--- config.mk ---
export PLATFORM = sky130hd
export DESIGN_NAME = ppg_filter_and_led_gain
export DESIGN_NICKNAME = d
export VERILOG_FILES = /design/src/rtl/core/ppgf_pkg.sv /design/src/rtl/core/ppgf_mac.sv /design/src/rtl/core/ppg_filter_and_led_gain.sv
export SDC_FILE = /design/constraint.sdc
export NUM_CORES = 2
export LEC_CHECK = 0
export BUFFER_PORTS_ARGS = -buffer_cell sky130_fd_sc_hd__clkbuf_2
export CAP_MARGIN = 20
export CELL_PAD_IN_SITES_DETAIL_PLACEMENT = 0
export CELL_PAD_IN_SITES_GLOBAL_PLACEMENT = 2
export CORE_MARGIN = 2
export CORE_UTILIZATION = 41
export CTS_BUF_LIST = sky130_fd_sc_hd__clkbuf_16
export DETAILED_ROUTE_END_ITERATION = 10
export PLACE_DENSITY = 0.91
export SYNTH_ARGS = -nofsm -noshare
export SYNTH_HDL_FRONTEND = slang
export SYNTH_SLANG_ARGS = --single-unit
--- constraint.sdc ---
create_clock -name clk -period 11.9 [get_ports clk]
set_clock_uncertainty 0.1 [all_clocks]
set_input_delay 0 -clock clk [delete_from_list [all_inputs] [get_ports clk]]
set_output_delay 0 -clock clk [all_outputs]
set_load 0.02 [all_outputs]
--- src/rtl/core/ppgf_pkg.sv ---
// Shared types, constants and the microprogram of the PPG filter and LED gain block.
`default_nettype none
package ppgf_pkg;

	localparam int SAMPLE_BITS_DEF = 24;
	localparam int COEF_FRAC_DEF   = 15;
	localparam int NUM_CH          = 3;
	localparam int LED_W           = 8;
	localparam int MODE_W          = 2;
	localparam int CFG_IDX_W       = 3;
	localparam int UPC_W           = 4;
	localparam int CH_W            = 2;

	// Filter coefficients in millionths.
	localparam longint HP_A0_U = 881600;
	localparam longint HP_A1_U = 940800;
	localparam longint HP_A2_U = 940800;
	localparam longint LP_A0_U = 591400;
	localparam longint LP_A1_U = 204300;
	localparam longint LP_A2_U = 204300;
	localparam longint UL_A0_U = 987500;
	localparam longint UL_A1_U = 6244;
	localparam longint UL_A2_U = 6244;

	localparam logic [MODE_W-1:0] MODE_RED    = 2'd0;
	localparam logic [MODE_W-1:0] MODE_RED_IR = 2'd1;
	localparam logic [MODE_W-1:0] MODE_ALL    = 2'd2;

	localparam logic [CH_W-1:0] CH_RED   = 2'd0;
	localparam logic [CH_W-1:0] CH_IR    = 2'd1;
	localparam logic [CH_W-1:0] CH_GREEN = 2'd2;

	localparam logic [1:0] STG_HP = 2'd0;
	localparam logic [1:0] STG_LP = 2'd1;
	localparam logic [1:0] STG_UL = 2'd2;

	localparam logic [UPC_W-1:0] FIN_PC = 4'd15;

	typedef enum logic [CFG_IDX_W-1:0] {
		REG_MODE  = 3'd0,
		REG_HIGH  = 3'd1,
		REG_LOW   = 3'd2,
		REG_OFF   = 3'd3,
		REG_STBY  = 3'd4,
		REG_MAXC  = 3'd5
	} cfg_reg_t;

	typedef enum logic [1:0] {
		ST_IDLE = 2'b01,
		ST_RUN  = 2'b10
	} run_st_t;

	typedef enum logic [1:0] {
		KIND_NONE,
		KIND_PROX,
		KIND_DATA
	} kind_t;

	typedef enum logic [1:0] {
		OPND_Y,
		OPND_X,
		OPND_XP
	} opnd_t;

	typedef enum logic [1:0] {
		ACC_NOP,
		ACC_LOAD,
		ACC_ADD,
		ACC_SUB
	} acc_op_t;

	typedef enum logic [1:0] {
		BR_NEXT,
		BR_CHAN,
		BR_DONE
	} br_t;

	typedef struct packed {
		opnd_t      opnd;
		logic [1:0] stg;
		logic [1:0] cix;
		acc_op_t    acc_op;
		logic       wb;
		br_t        br;
	} ucw_t;

	// round(c * 2^frac) from a coefficient given in millionths.
	function automatic longint qcoef(longint micro, int frac);
		return ((micro <<< frac) + 64'sd500000) / 64'sd1000000;
	endfunction

	function automatic ucw_t uw(opnd_t o, logic [1:0] s, logic [1:0] c, acc_op_t a,
		logic w, br_t b);
		ucw_t r;
		r.opnd   = o;
		r.stg    = s;
		r.cix    = c;
		r.acc_op = a;
		r.wb     = w;
		r.br     = b;
		return r;
	endfunction

	// One channel takes five words per filter stage: three products, the last
	// accumulation, and the clamped write-back. The product register sits between
	// the multiplier and the accumulator, so each accumulation trails its product.
	function automatic ucw_t ucode(logic [UPC_W-1:0] pc);
		ucw_t r;
		case (pc)
			4'd0:  r = uw(OPND_Y,  STG_HP, 2'd0, ACC_NOP,  1'b0, BR_NEXT);
			4'd1:  r = uw(OPND_X,  STG_HP, 2'd1, ACC_LOAD, 1'b0, BR_NEXT);
			4'd2:  r = uw(OPND_XP, STG_HP, 2'd2, ACC_ADD,  1'b0, BR_NEXT);
			4'd3:  r = uw(OPND_Y,  STG_HP, 2'd0, ACC_SUB,  1'b0, BR_NEXT);
			4'd4:  r = uw(OPND_Y,  STG_HP, 2'd0, ACC_NOP,  1'b1, BR_NEXT);
			4'd5:  r = uw(OPND_Y,  STG_LP, 2'd0, ACC_NOP,  1'b0, BR_NEXT);
			4'd6:  r = uw(OPND_X,  STG_LP, 2'd1, ACC_LOAD, 1'b0, BR_NEXT);
			4'd7:  r = uw(OPND_XP, STG_LP, 2'd2, ACC_ADD,  1'b0, BR_NEXT);
			4'd8:  r = uw(OPND_Y,  STG_LP, 2'd0, ACC_ADD,  1'b0, BR_NEXT);
			4'd9:  r = uw(OPND_Y,  STG_LP, 2'd0, ACC_NOP,  1'b1, BR_NEXT);
			4'd10: r = uw(OPND_Y,  STG_UL, 2'd0, ACC_NOP,  1'b0, BR_NEXT);
			4'd11: r = uw(OPND_X,  STG_UL, 2'd1, ACC_LOAD, 1'b0, BR_NEXT);
			4'd12: r = uw(OPND_XP, STG_UL, 2'd2, ACC_ADD,  1'b0, BR_NEXT);
			4'd13: r = uw(OPND_Y,  STG_UL, 2'd0, ACC_ADD,  1'b0, BR_NEXT);
			4'd14: r = uw(OPND_Y,  STG_UL, 2'd0, ACC_NOP,  1'b1, BR_CHAN);
			4'd15: r = uw(OPND_Y,  STG_HP, 2'd0, ACC_NOP,  1'b0, BR_DONE);
			default: r = uw(OPND_Y, STG_HP, 2'd0, ACC_NOP, 1'b0, BR_DONE);
		endcase
		return r;
	endfunction

endpackage
`default_nettype wire

--- src/rtl/core/ppgf_mac.sv ---
// Shared multiply-accumulate unit with the clamp of one first-order filter stage.
`default_nettype none
module ppgf_mac #(
	parameter int SAMPLE_BITS    = ppgf_pkg::SAMPLE_BITS_DEF,
	parameter int COEF_FRAC_BITS = ppgf_pkg::COEF_FRAC_DEF
) (
	input  logic                          clk,
	input  logic [SAMPLE_BITS-1:0]        opnd,
	input  logic [COEF_FRAC_BITS:0]       coef,
	input  ppgf_pkg::acc_op_t             acc_op,
	output logic [SAMPLE_BITS-1:0]        result
);
	import ppgf_pkg::*;

	localparam int COEF_W = COEF_FRAC_BITS + 1;
	localparam int PROD_W = SAMPLE_BITS + COEF_W;
	localparam int ACC_W  = PROD_W + 2;
	localparam int HI_W   = ACC_W - 1 - COEF_FRAC_BITS;

	logic [PROD_W-1:0]       prod_s1;
	logic signed [ACC_W-1:0] acc_q;
	logic signed [ACC_W-1:0] prod_ext;
	logic [HI_W-1:0]         hi;

	assign prod_ext = $signed({2'b00, prod_s1});

	always_ff @(posedge clk) begin
		prod_s1 <= PROD_W'(opnd) * PROD_W'(coef);
		case (acc_op)
			ACC_LOAD: acc_q <= prod_ext;
			ACC_ADD:  acc_q <= acc_q + prod_ext;
			ACC_SUB:  acc_q <= acc_q - prod_ext;
			default:  acc_q <= acc_q;
		endcase
	end

	// Negative sums give zero; the truncated quotient saturates at full scale.
	assign hi = acc_q[ACC_W-2:COEF_FRAC_BITS];

	always_comb begin
		if (acc_q[ACC_W-1]) begin
			result = '0;
		end else if (|hi[HI_W-1:SAMPLE_BITS]) begin
			result = '1;
		end else begin
			result = hi[SAMPLE_BITS-1:0];
		end
	end

endmodule
`default_nettype wire

--- src/rtl/core/ppg_filter_and_led_gain.sv ---
// Top level of the PPG filter cascade and LED automatic gain block.
// Each accepted request is one sensor event. A data-ready event runs every enabled
// channel through high-pass, low-pass and very-low-pass stages on one shared
// multiplier under a 16-word microprogram whose last word makes the gain decision;
// the next request is taken once the block has returned to idle. A proximity event
// or an event with no flag goes straight to the gain decision. Each enabled channel
// takes nine products through the single multiplier. The gain decision waits while
// a stalled result still holds the output register. A finished result waits in the
// output register while the next request is taken.
// Configuration writes are always ready and are to be made while the block is idle.
`default_nettype none
module ppg_filter_and_led_gain #(
	parameter int SAMPLE_BITS    = ppgf_pkg::SAMPLE_BITS_DEF,
	parameter int COEF_FRAC_BITS = ppgf_pkg::COEF_FRAC_DEF
) (
	input  logic                              clk,
	input  logic                              arst_n,

	input  logic                              in_valid,
	output logic                              in_stall,
	input  logic                              prox_event,
	input  logic                              data_ready,
	input  logic [SAMPLE_BITS-1:0]            red_sample,
	input  logic [SAMPLE_BITS-1:0]            ir_sample,
	input  logic [SAMPLE_BITS-1:0]            green_sample,
	input  logic [ppgf_pkg::LED_W-1:0]        led_amplitude,

	output logic                              out_valid,
	input  logic                              out_stall,
	output logic                              status,
	output logic [SAMPLE_BITS-1:0]            red_band,
	output logic [SAMPLE_BITS-1:0]            red_baseline,
	output logic [SAMPLE_BITS-1:0]            ir_band,
	output logic [SAMPLE_BITS-1:0]            ir_baseline,
	output logic [SAMPLE_BITS-1:0]            green_band,
	output logic [SAMPLE_BITS-1:0]            green_baseline,
	output logic                              led_write,
	output logic [ppgf_pkg::LED_W-1:0]        led_level,
	output logic                              enter_proximity,
	output logic                              resume_sampling,

	input  logic                              cfg_valid,
	output logic                              cfg_ready,
	input  logic [ppgf_pkg::CFG_IDX_W-1:0]    cfg_index,
	input  logic [SAMPLE_BITS-1:0]            cfg_data
);
	import ppgf_pkg::*;

	localparam int COEF_W = COEF_FRAC_BITS + 1;

	localparam logic [COEF_W-1:0] C_HP0 = COEF_W'(qcoef(HP_A0_U, COEF_FRAC_BITS));
	localparam logic [COEF_W-1:0] C_HP1 = COEF_W'(qcoef(HP_A1_U, COEF_FRAC_BITS));
	localparam logic [COEF_W-1:0] C_HP2 = COEF_W'(qcoef(HP_A2_U, COEF_FRAC_BITS));
	localparam logic [COEF_W-1:0] C_LP0 = COEF_W'(qcoef(LP_A0_U, COEF_FRAC_BITS));
	localparam logic [COEF_W-1:0] C_LP1 = COEF_W'(qcoef(LP_A1_U, COEF_FRAC_BITS));
	localparam logic [COEF_W-1:0] C_LP2 = COEF_W'(qcoef(LP_A2_U, COEF_FRAC_BITS));
	localparam logic [COEF_W-1:0] C_UL0 = COEF_W'(qcoef(UL_A0_U, COEF_FRAC_BITS));
	localparam logic [COEF_W-1:0] C_UL1 = COEF_W'(qcoef(UL_A1_U, COEF_FRAC_BITS));
	localparam logic [COEF_W-1:0] C_UL2 = COEF_W'(qcoef(UL_A2_U, COEF_FRAC_BITS));

	// Control and configuration.
	run_st_t              st_q;
	logic [UPC_W-1:0]     upc_q;
	logic [CH_W-1:0]      ch_q;
	kind_t                kind_q;
	logic                 prox_seen_q;
	logic [SAMPLE_BITS-1:0] last_ir_q;
	logic [MODE_W-1:0]    mode_q;
	logic [SAMPLE_BITS-1:0] high_q;
	logic [SAMPLE_BITS-1:0] low_q;
	logic [SAMPLE_BITS-1:0] off_q;
	logic [LED_W-1:0]     stby_q;
	logic [LED_W-1:0]     maxc_q;

	// Request payload.
	logic [SAMPLE_BITS-1:0] smp_q [NUM_CH];
	logic [LED_W-1:0]     amp_q;

	// Filter state per channel.
	logic [SAMPLE_BITS-1:0] hp_out_q  [NUM_CH];
	logic [SAMPLE_BITS-1:0] hp_prev_q [NUM_CH];
	logic [SAMPLE_BITS-1:0] lp_out_q  [NUM_CH];
	logic [SAMPLE_BITS-1:0] lp_prev_q [NUM_CH];
	logic [SAMPLE_BITS-1:0] ul_out_q  [NUM_CH];
	logic [SAMPLE_BITS-1:0] ul_prev_q [NUM_CH];

	// Output register.
	logic                 out_valid_q;
	logic                 status_q;
	logic [SAMPLE_BITS-1:0] band_q [NUM_CH];
	logic [SAMPLE_BITS-1:0] base_q [NUM_CH];
	logic                 led_write_q;
	logic [LED_W-1:0]     led_level_q;
	logic                 enter_prox_q;
	logic                 resume_q;

	ucw_t                 ucw;
	logic                 in_acc;
	logic                 more_ch;
	logic                 can_fin;
	logic                 fin;
	logic [SAMPLE_BITS-1:0] op_y;
	logic [SAMPLE_BITS-1:0] op_x;
	logic [SAMPLE_BITS-1:0] op_xp;
	logic [SAMPLE_BITS-1:0] opnd;
	logic [COEF_W-1:0]    coef;
	acc_op_t              mac_op;
	logic [SAMPLE_BITS-1:0] stg_res;
	logic [SAMPLE_BITS-1:0] calib;
	logic                 g_status;
	logic                 g_write;
	logic [LED_W-1:0]     g_level;
	logic                 g_enter;
	logic                 g_resume;

	assign ucw       = ucode(upc_q);
	assign in_stall  = (st_q != ST_IDLE);
	assign in_acc    = in_valid && !in_stall;
	assign cfg_ready = 1'b1;
	assign more_ch   = ((ch_q == CH_RED) && (mode_q != MODE_RED)) ||
		((ch_q == CH_IR) && (mode_q == MODE_ALL));
	assign can_fin   = !out_valid_q || !out_stall;
	assign fin       = (st_q == ST_RUN) && (ucw.br == BR_DONE) && can_fin;

	// Operands of the current stage for the current channel.
	always_comb begin
		case (ucw.stg)
			STG_LP: begin
				op_y  = lp_out_q[ch_q];
				op_x  = hp_out_q[ch_q];
				op_xp = lp_prev_q[ch_q];
			end
			STG_UL: begin
				op_y  = ul_out_q[ch_q];
				op_x  = lp_out_q[ch_q];
				op_xp = ul_prev_q[ch_q];
			end
			default: begin
				op_y  = hp_out_q[ch_q];
				op_x  = smp_q[ch_q];
				op_xp = hp_prev_q[ch_q];
			end
		endcase
		case (ucw.opnd)
			OPND_X:  opnd = op_x;
			OPND_XP: opnd = op_xp;
			default: opnd = op_y;
		endcase
		case ({ucw.stg, ucw.cix})
			{STG_HP, 2'd0}: coef = C_HP0;
			{STG_HP, 2'd1}: coef = C_HP1;
			{STG_HP, 2'd2}: coef = C_HP2;
			{STG_LP, 2'd0}: coef = C_LP0;
			{STG_LP, 2'd1}: coef = C_LP1;
			{STG_LP, 2'd2}: coef = C_LP2;
			{STG_UL, 2'd0}: coef = C_UL0;
			{STG_UL, 2'd1}: coef = C_UL1;
			{STG_UL, 2'd2}: coef = C_UL2;
			default:        coef = '0;
		endcase
	end

	assign mac_op = (st_q == ST_RUN) ? ucw.acc_op : ACC_NOP;

	ppgf_mac #(
		.SAMPLE_BITS    (SAMPLE_BITS),
		.COEF_FRAC_BITS (COEF_FRAC_BITS)
	) u_mac (
		.clk    (clk),
		.opnd   (opnd),
		.coef   (coef),
		.acc_op (mac_op),
		.result (stg_res)
	);

	// Gain decision on the raw calibration sample of the event.
	always_comb begin
		calib    = (mode_q != MODE_RED) ? smp_q[CH_IR] : smp_q[CH_RED];
		g_status = 1'b0;
		g_write  = 1'b0;
		g_level  = '0;
		g_enter  = 1'b0;
		g_resume = 1'b0;
		case (kind_q)
			KIND_PROX: begin
				g_resume = 1'b1;
				g_status = 1'b1;
			end
			KIND_DATA: begin
				if (calib >= high_q) begin
					g_status = 1'b1;
					if (amp_q > stby_q) begin
						g_write = 1'b1;
						g_level = amp_q - LED_W'(1);
					end
				end else if (calib <= low_q) begin
					g_status = 1'b1;
					if (maxc_q > amp_q) begin
						g_write = 1'b1;
						g_level = amp_q + LED_W'(1);
					end else if ((last_ir_q <= off_q) && prox_seen_q) begin
						g_write = 1'b1;
						g_level = stby_q;
						g_enter = 1'b1;
					end
				end
			end
			default: begin
			end
		endcase
	end

	always_ff @(posedge clk or negedge arst_n) begin
		if (!arst_n) begin
			st_q        <= ST_IDLE;
			upc_q       <= '0;
			ch_q        <= CH_RED;
			kind_q      <= KIND_NONE;
			prox_seen_q <= 1'b0;
			last_ir_q   <= '0;
			mode_q      <= MODE_RED;
			high_q      <= '1;
			low_q       <= '0;
			off_q       <= '0;
			stby_q      <= '0;
			maxc_q      <= '1;
			out_valid_q <= 1'b0;
		end else begin
			if (cfg_valid && cfg_ready) begin
				case (cfg_index)
					REG_MODE: mode_q <= cfg_data[MODE_W-1:0];
					REG_HIGH: high_q <= cfg_data;
					REG_LOW:  low_q  <= cfg_data;
					REG_OFF:  off_q  <= cfg_data;
					REG_STBY: stby_q <= cfg_data[LED_W-1:0];
					REG_MAXC: maxc_q <= cfg_data[LED_W-1:0];
					default: begin
					end
				endcase
			end

			if (out_valid_q && !out_stall && !fin) begin
				out_valid_q <= 1'b0;
			end

			if (in_acc) begin
				st_q <= ST_RUN;
				ch_q <= CH_RED;
				if (prox_event) begin
					kind_q <= KIND_PROX;
					upc_q  <= FIN_PC;
				end else if (data_ready) begin
					kind_q <= KIND_DATA;
					upc_q  <= '0;
					if (mode_q != MODE_RED) begin
						last_ir_q <= ir_sample;
					end
				end else begin
					kind_q <= KIND_NONE;
					upc_q  <= FIN_PC;
				end
			end else if (st_q == ST_RUN) begin
				case (ucw.br)
					BR_CHAN: begin
						if (more_ch) begin
							ch_q  <= ch_q + CH_W'(1);
							upc_q <= '0;
						end else begin
							upc_q <= upc_q + UPC_W'(1);
						end
					end
					BR_DONE: begin
						if (can_fin) begin
							st_q        <= ST_IDLE;
							upc_q       <= '0;
							out_valid_q <= 1'b1;
							case (kind_q)
								KIND_PROX: prox_seen_q <= 1'b0;
								KIND_DATA: prox_seen_q <= 1'b1;
								default: begin
								end
							endcase
						end
					end
					default: upc_q <= upc_q + UPC_W'(1);
				endcase
			end
		end
	end

	// Filter state write-back.
	always_ff @(posedge clk or negedge arst_n) begin
		if (!arst_n) begin
			for (int i = 0; i < NUM_CH; i++) begin
				hp_out_q[i]  <= '0;
				hp_prev_q[i] <= '0;
				lp_out_q[i]  <= '0;
				lp_prev_q[i] <= '0;
				ul_out_q[i]  <= '0;
				ul_prev_q[i] <= '0;
			end
		end else if ((st_q == ST_RUN) && ucw.wb) begin
			case (ucw.stg)
				STG_LP: begin
					lp_out_q[ch_q]  <= stg_res;
					lp_prev_q[ch_q] <= hp_out_q[ch_q];
				end
				STG_UL: begin
					ul_out_q[ch_q]  <= stg_res;
					ul_prev_q[ch_q] <= lp_out_q[ch_q];
				end
				default: begin
					hp_out_q[ch_q]  <= stg_res;
					hp_prev_q[ch_q] <= smp_q[ch_q];
				end
			endcase
		end
	end

	// Payload and result registers.
	always_ff @(posedge clk) begin
		if (in_acc) begin
			smp_q[CH_RED]   <= red_sample;
			smp_q[CH_IR]    <= ir_sample;
			smp_q[CH_GREEN] <= green_sample;
			amp_q           <= led_amplitude;
		end
		if (fin) begin
			status_q     <= g_status;
			led_write_q  <= g_write;
			led_level_q  <= g_level;
			enter_prox_q <= g_enter;
			resume_q     <= g_resume;
			for (int i = 0; i < NUM_CH; i++) begin
				band_q[i] <= lp_out_q[i];
				base_q[i] <= ul_out_q[i];
			end
		end
	end

	assign out_valid       = out_valid_q;
	assign status          = status_q;
	assign red_band        = band_q[CH_RED];
	assign red_baseline    = base_q[CH_RED];
	assign ir_band         = band_q[CH_IR];
	assign ir_baseline     = base_q[CH_IR];
	assign green_band      = band_q[CH_GREEN];
	assign green_baseline  = base_q[CH_GREEN];
	assign led_write       = led_write_q;
	assign led_level       = led_level_q;
	assign enter_proximity = enter_prox_q;
	assign resume_sampling = resume_q;

	a_enter_writes: assert property (@(posedge clk) disable iff (!arst_n)
		out_valid && enter_proximity |-> led_write && status)
		else $error("proximity fallback without LED write");

	a_level_zero: assert property (@(posedge clk) disable iff (!arst_n)
		out_valid && !led_write |-> led_level == '0)
		else $error("LED level set without a write");

	a_resume_only: assert property (@(posedge clk) disable iff (!arst_n)
		out_valid && resume_sampling |-> status && !led_write && !enter_proximity)
		else $error("proximity result carries gain requests");

	a_data_start: assert property (@(posedge clk) disable iff (!arst_n)
		in_acc && !prox_event && data_ready |=> st_q == ST_RUN && upc_q == '0 &&
		ch_q == CH_RED)
		else $error("data request did not start the program on the red channel");

	a_chan_range: assert property (@(posedge clk) disable iff (!arst_n)
		st_q == ST_RUN |-> ch_q != 2'd3)
		else $error("channel index out of range");

endmodule
`default_nettype wire

==> results by group <==
Timing
  – Crit share post-route: 0.871
  – Worst rel slew slack: 0.216
  – Final hold violation count: 0
  – Final min period: roughly 10 ns
  – Worst Max-Slew Pin Slew: about 1.2 ns
  – Slew Limit Fails: 0
  – Unrepaired setup endpoints after global routing: no
  – Setup_tns: 0 ns
  – Fmax: between 90 and 100 MHz
  – Setup violators final: 0

Detailed routing
  – 1st-pass router iterations: 6
  – WL/cell: ~22 um
  – DRC Markers: 0
  – DR vias: between 40k and 50k
  – Post-route ant nets: 0
  – Initial DRC count: ~3.7k
  – Drt via density: 5.51
  – Final WL: 169 mm

Setup path
  – CP Capture Point: u_mac.prod_s1[39]$_DFF_P_
  – Critical path origin: upc_q[2]$_DFFE_PN0P_
  – CP bufs+invs: 8
  – R2r setup slk: 1.54 ns
  – CP delay by family, top: adder cells
  – Worst r2r dst: u_mac.prod_s1[39]$_DFF_P_
  – Worst r2r src: upc_q[2]$_DFFE_PN0P_
  – Crit-path max FO: between 50 and 60
  – Crit path top cell by count: inv_1
  – Startpoint Class: flop
  – Slowest CP cell: a21oi_1
  – Stages on the worst setup path: 33
  – Crit end category: flop
  – Critical Path Max Stage Delay: ~0.86 ns
  – Kind of critical path: reg2reg
  – Worst-case reg-to-reg path depth: 33
  – Required @ worst endpoint: between 10 and 15 ns
  – WP data arrival: roughly 11 ns

Synth
  – Prevailing post-synth register cell: dfrtp_1
  – Post-synth EDFFs: 278
  – Simple-Gate Fraction of Synth Area: 0.113
  – Post-synthesis mux area share: 0.0517
  – Post-Syn Nets: 6021
  – Yosys Warn Count: 0
  – Syn_area_per_cell: approximately 10 sq um
  – Mapped Cells: approximately 5.3k
  – Compound-cell area share of the yosys netlist: 0.149
  – FFs w/ async S/R, synth: 0.637
  – Post-synthesis xor/xnor area fraction: 0.0171
  – Synth unique cells: between 80 and 90
  – Largest family of logic cells by synthesized area: adder cells
  – #FFs+latches synth: 876
  – Seq/Total Area, Yosys: 0.439
  – Post-synthesis adder-cell area fraction: 0.176
  – Mapped cell area: 0.0528 sq mm

Die
  – Die Y: approximately 360 um
  – Die footprint: ~0.13 sq mm
  – Starting density of the core: 0.413
  – # rows: between 100 and 150
  – Core region area: ~0.13 sq mm
  – Width of the die: 363 um
  – I/O pin count: roughly 270

Finish
  – Fill cell count: 11.5k
  – Area Growth Syn to Fin: 17.5%
  – Most frequent cells in the layout: nand2_1, o21ai_0, dfrtp_1
  – Commonest non-fill, non-tap cell in the layout: nand2_1
  – Share of cells above drive strength 1: 0.119
  – Nets: 6451

Global routing
  – Global-route usage over all layers: 0.258
  – Vias in the first global route: about 42k
  – Largest net degree at the start of global routing: slightly above 100
  – First-pass GRT wire length: roughly 260 mm
  – Total global routing overflow: 0
  – Initial antenna violation count: 10

Clocking
  – Post CTS Setup Buffer Count: 0
  – Clock Tree Root: clkbuf_16
  – Max Buffers Root-to-Sink: 3
  – Later-pin clock latency in the skew report: ~0.74 ns
  – CTS tree: done
  – Clock-pin slew on the worst setup and hold paths: roughly 0.060 ns
  – H-tree depth: 3
  – Num CTS Buffers: slightly below 100
  – Post-CTS Hold Buffers: between 200 and 300
  – Clk sinks: slightly below 900
  – CTS resizes: 0

Placed design
  – Buffers on Ports: about 270
  – GP Congestion: approximately 0.92
  – Final HPWL DP: roughly 120 mm

Hold path
  – Hold WC Path Type: in2reg

Outcome
  – Status: finished clean

Run
  – Max_cap viols: 0
[worst min path at each step]
stage | from | end | slack [ns] | depth (start not counted)
6_report | cfg_data[17] | low_q[17]$_DFFE_PN0P_ | 0.04 | 4
2_1_floorplan | arst_n | ch_q[0]$_DFFE_PN0P_ | -0.40 | 0
3_3_place_gp | arst_n | lp_out_q[56]$_DFFE_PN0P_ | -0.03 | 1
5_1_grt | green_sample[6] | smp_q[2][6]$_DFFE_PP_ | 0.04 | 2
3_5_place_dp | arst_n | lp_out_q[18]$_DFFE_PN0P_ | -0.03 | 1
4_1_cts | cfg_data[17] | low_q[17]$_DFFE_PN0P_ | 0.002 | 4
[per-stage QoR]
stage	instance area (sq um)	worst slack [ns]	hold slack, ns	utilization	instances
final	62000	1.54	0.0410	0.486	7521
after global routing	62000	0.803	0.0362	0.486	7519
after global placement	56100	1.90	-0.0308	0.439	7070
after detailed placement	56100	1.69	-0.0277	0.439	7073
after floorplan	52800	3.33	-0.396	-	5337
after CTS	61900	1.67	0.00198	0.485	7512
[layout make-up]
cell class                      count  area [sq um]  share of cell area
Multi-Input combinational cell   3704         27000               0.435
Sequential cell                   876         23200               0.374
Timing Repair Buffer              616          4710              0.0760
Clock buffer                      102          2550              0.0412
Tap cell                         1662          2080              0.0335
Inverter                          470          1770              0.0286
Clock inverter                     85           724              0.0117
Antenna cell                        6          15.0            0.000242
[Yosys cell counts, drive strengths merged (9+ instances only)]
master | instances | share of area
a22oi | 25 | 0.0036
or2 | 29 | 0.0034
a21o | 70 | 0.010
nor2b | 17 | 0.0020
nor2 | 315 | 0.022
or4 | 10 | 0.0016
nand2 | 832 | 0.059
o21ai | 651 | 0.062
dfxtp | 40 | 0.015
xor2 | 45 | 0.0075
clkbuf | 241 | 0.017
dfrtp | 525 | 0.25
inv | 467 | 0.033
o22ai | 57 | 0.0068
nand4 | 25 | 0.0030
dfstp | 33 | 0.016
mux2i | 176 | 0.033
and2 | 29 | 0.0034
buf | 46 | 0.0035
o21bai | 38 | 0.0054
nand2b | 29 | 0.0034
mux2 | 86 | 0.018
a211oi | 45 | 0.0064
xnor2 | 58 | 0.0096
ha | 284 | 0.067
o21a | 21 | 0.0030
and3 | 13 | 0.0015
edfxtp | 278 | 0.16
a21oi | 274 | 0.026
a21boi | 12 | 0.0017
fa | 286 | 0.11
a31oi | 9 | 0.0011
o31ai | 19 | 0.0027
nor3 | 30 | 0.0028
o211ai | 83 | 0.012
or3 | 10 | 0.0013
nand3 | 48 | 0.0046
[worst reg2reg max path: cells and delay by family, from the launching register on]
| family | cells | cell delay (ns) |
|---|---|---|
| DFF | 1 | 0.56 |
| adders and majority gates | 8 | 3.86 |
| buffers and inverters | 8 | 1.29 |
| AOI/OAI and AO/OA | 12 | 3.50 |
| and+or+nand+nor | 4 | 0.80 |
| muxes | 1 | 0.15 |
[cells by family (layout without fill, tap and decap cells)]
kind of cell / Yosys count / in the layout
XOR/XNOR: 103 / 103
multiplexers: 262 / 262
other: 1 / 7
adder cells (fa/ha/maj): 570 / 570
AND/OR/NAND/NOR: 1413 / 1413
flip-flops: 876 / 876
AO/OA/AOI/OAI: 1355 / 1355
buffers and inverters: 757 / 1273
[flip-flops by register name, indices dropped and copies added (netlist names), 42 cells and up]
| name | flops |
|---|---|
| band_q | 72 |
| base_q | 72 |
| hp_out_q | 72 |
| hp_prev_q | 72 |
| lp_out_q | 72 |
| lp_prev_q | 72 |
| smp_q | 72 |
| u_mac.acc_q | 42 |
| ul_out_q | 72 |
| ul_prev_q | 72 |
[metal layers]
metal	track usage	share of wire	vias up	wire (um)
met5	0	0.000077	-	13
met3	0.0391	0.063	354	10600
met4	0.103	0.042	2	7170
met1	0.351	0.43	20500	73100
li1	-	-	19100	-
met2	0.416	0.46	1482	78200
Power is left out: the tool's default activity adds up to more than one toggle a clock period on the data nets, which glitch-free logic cannot reach.
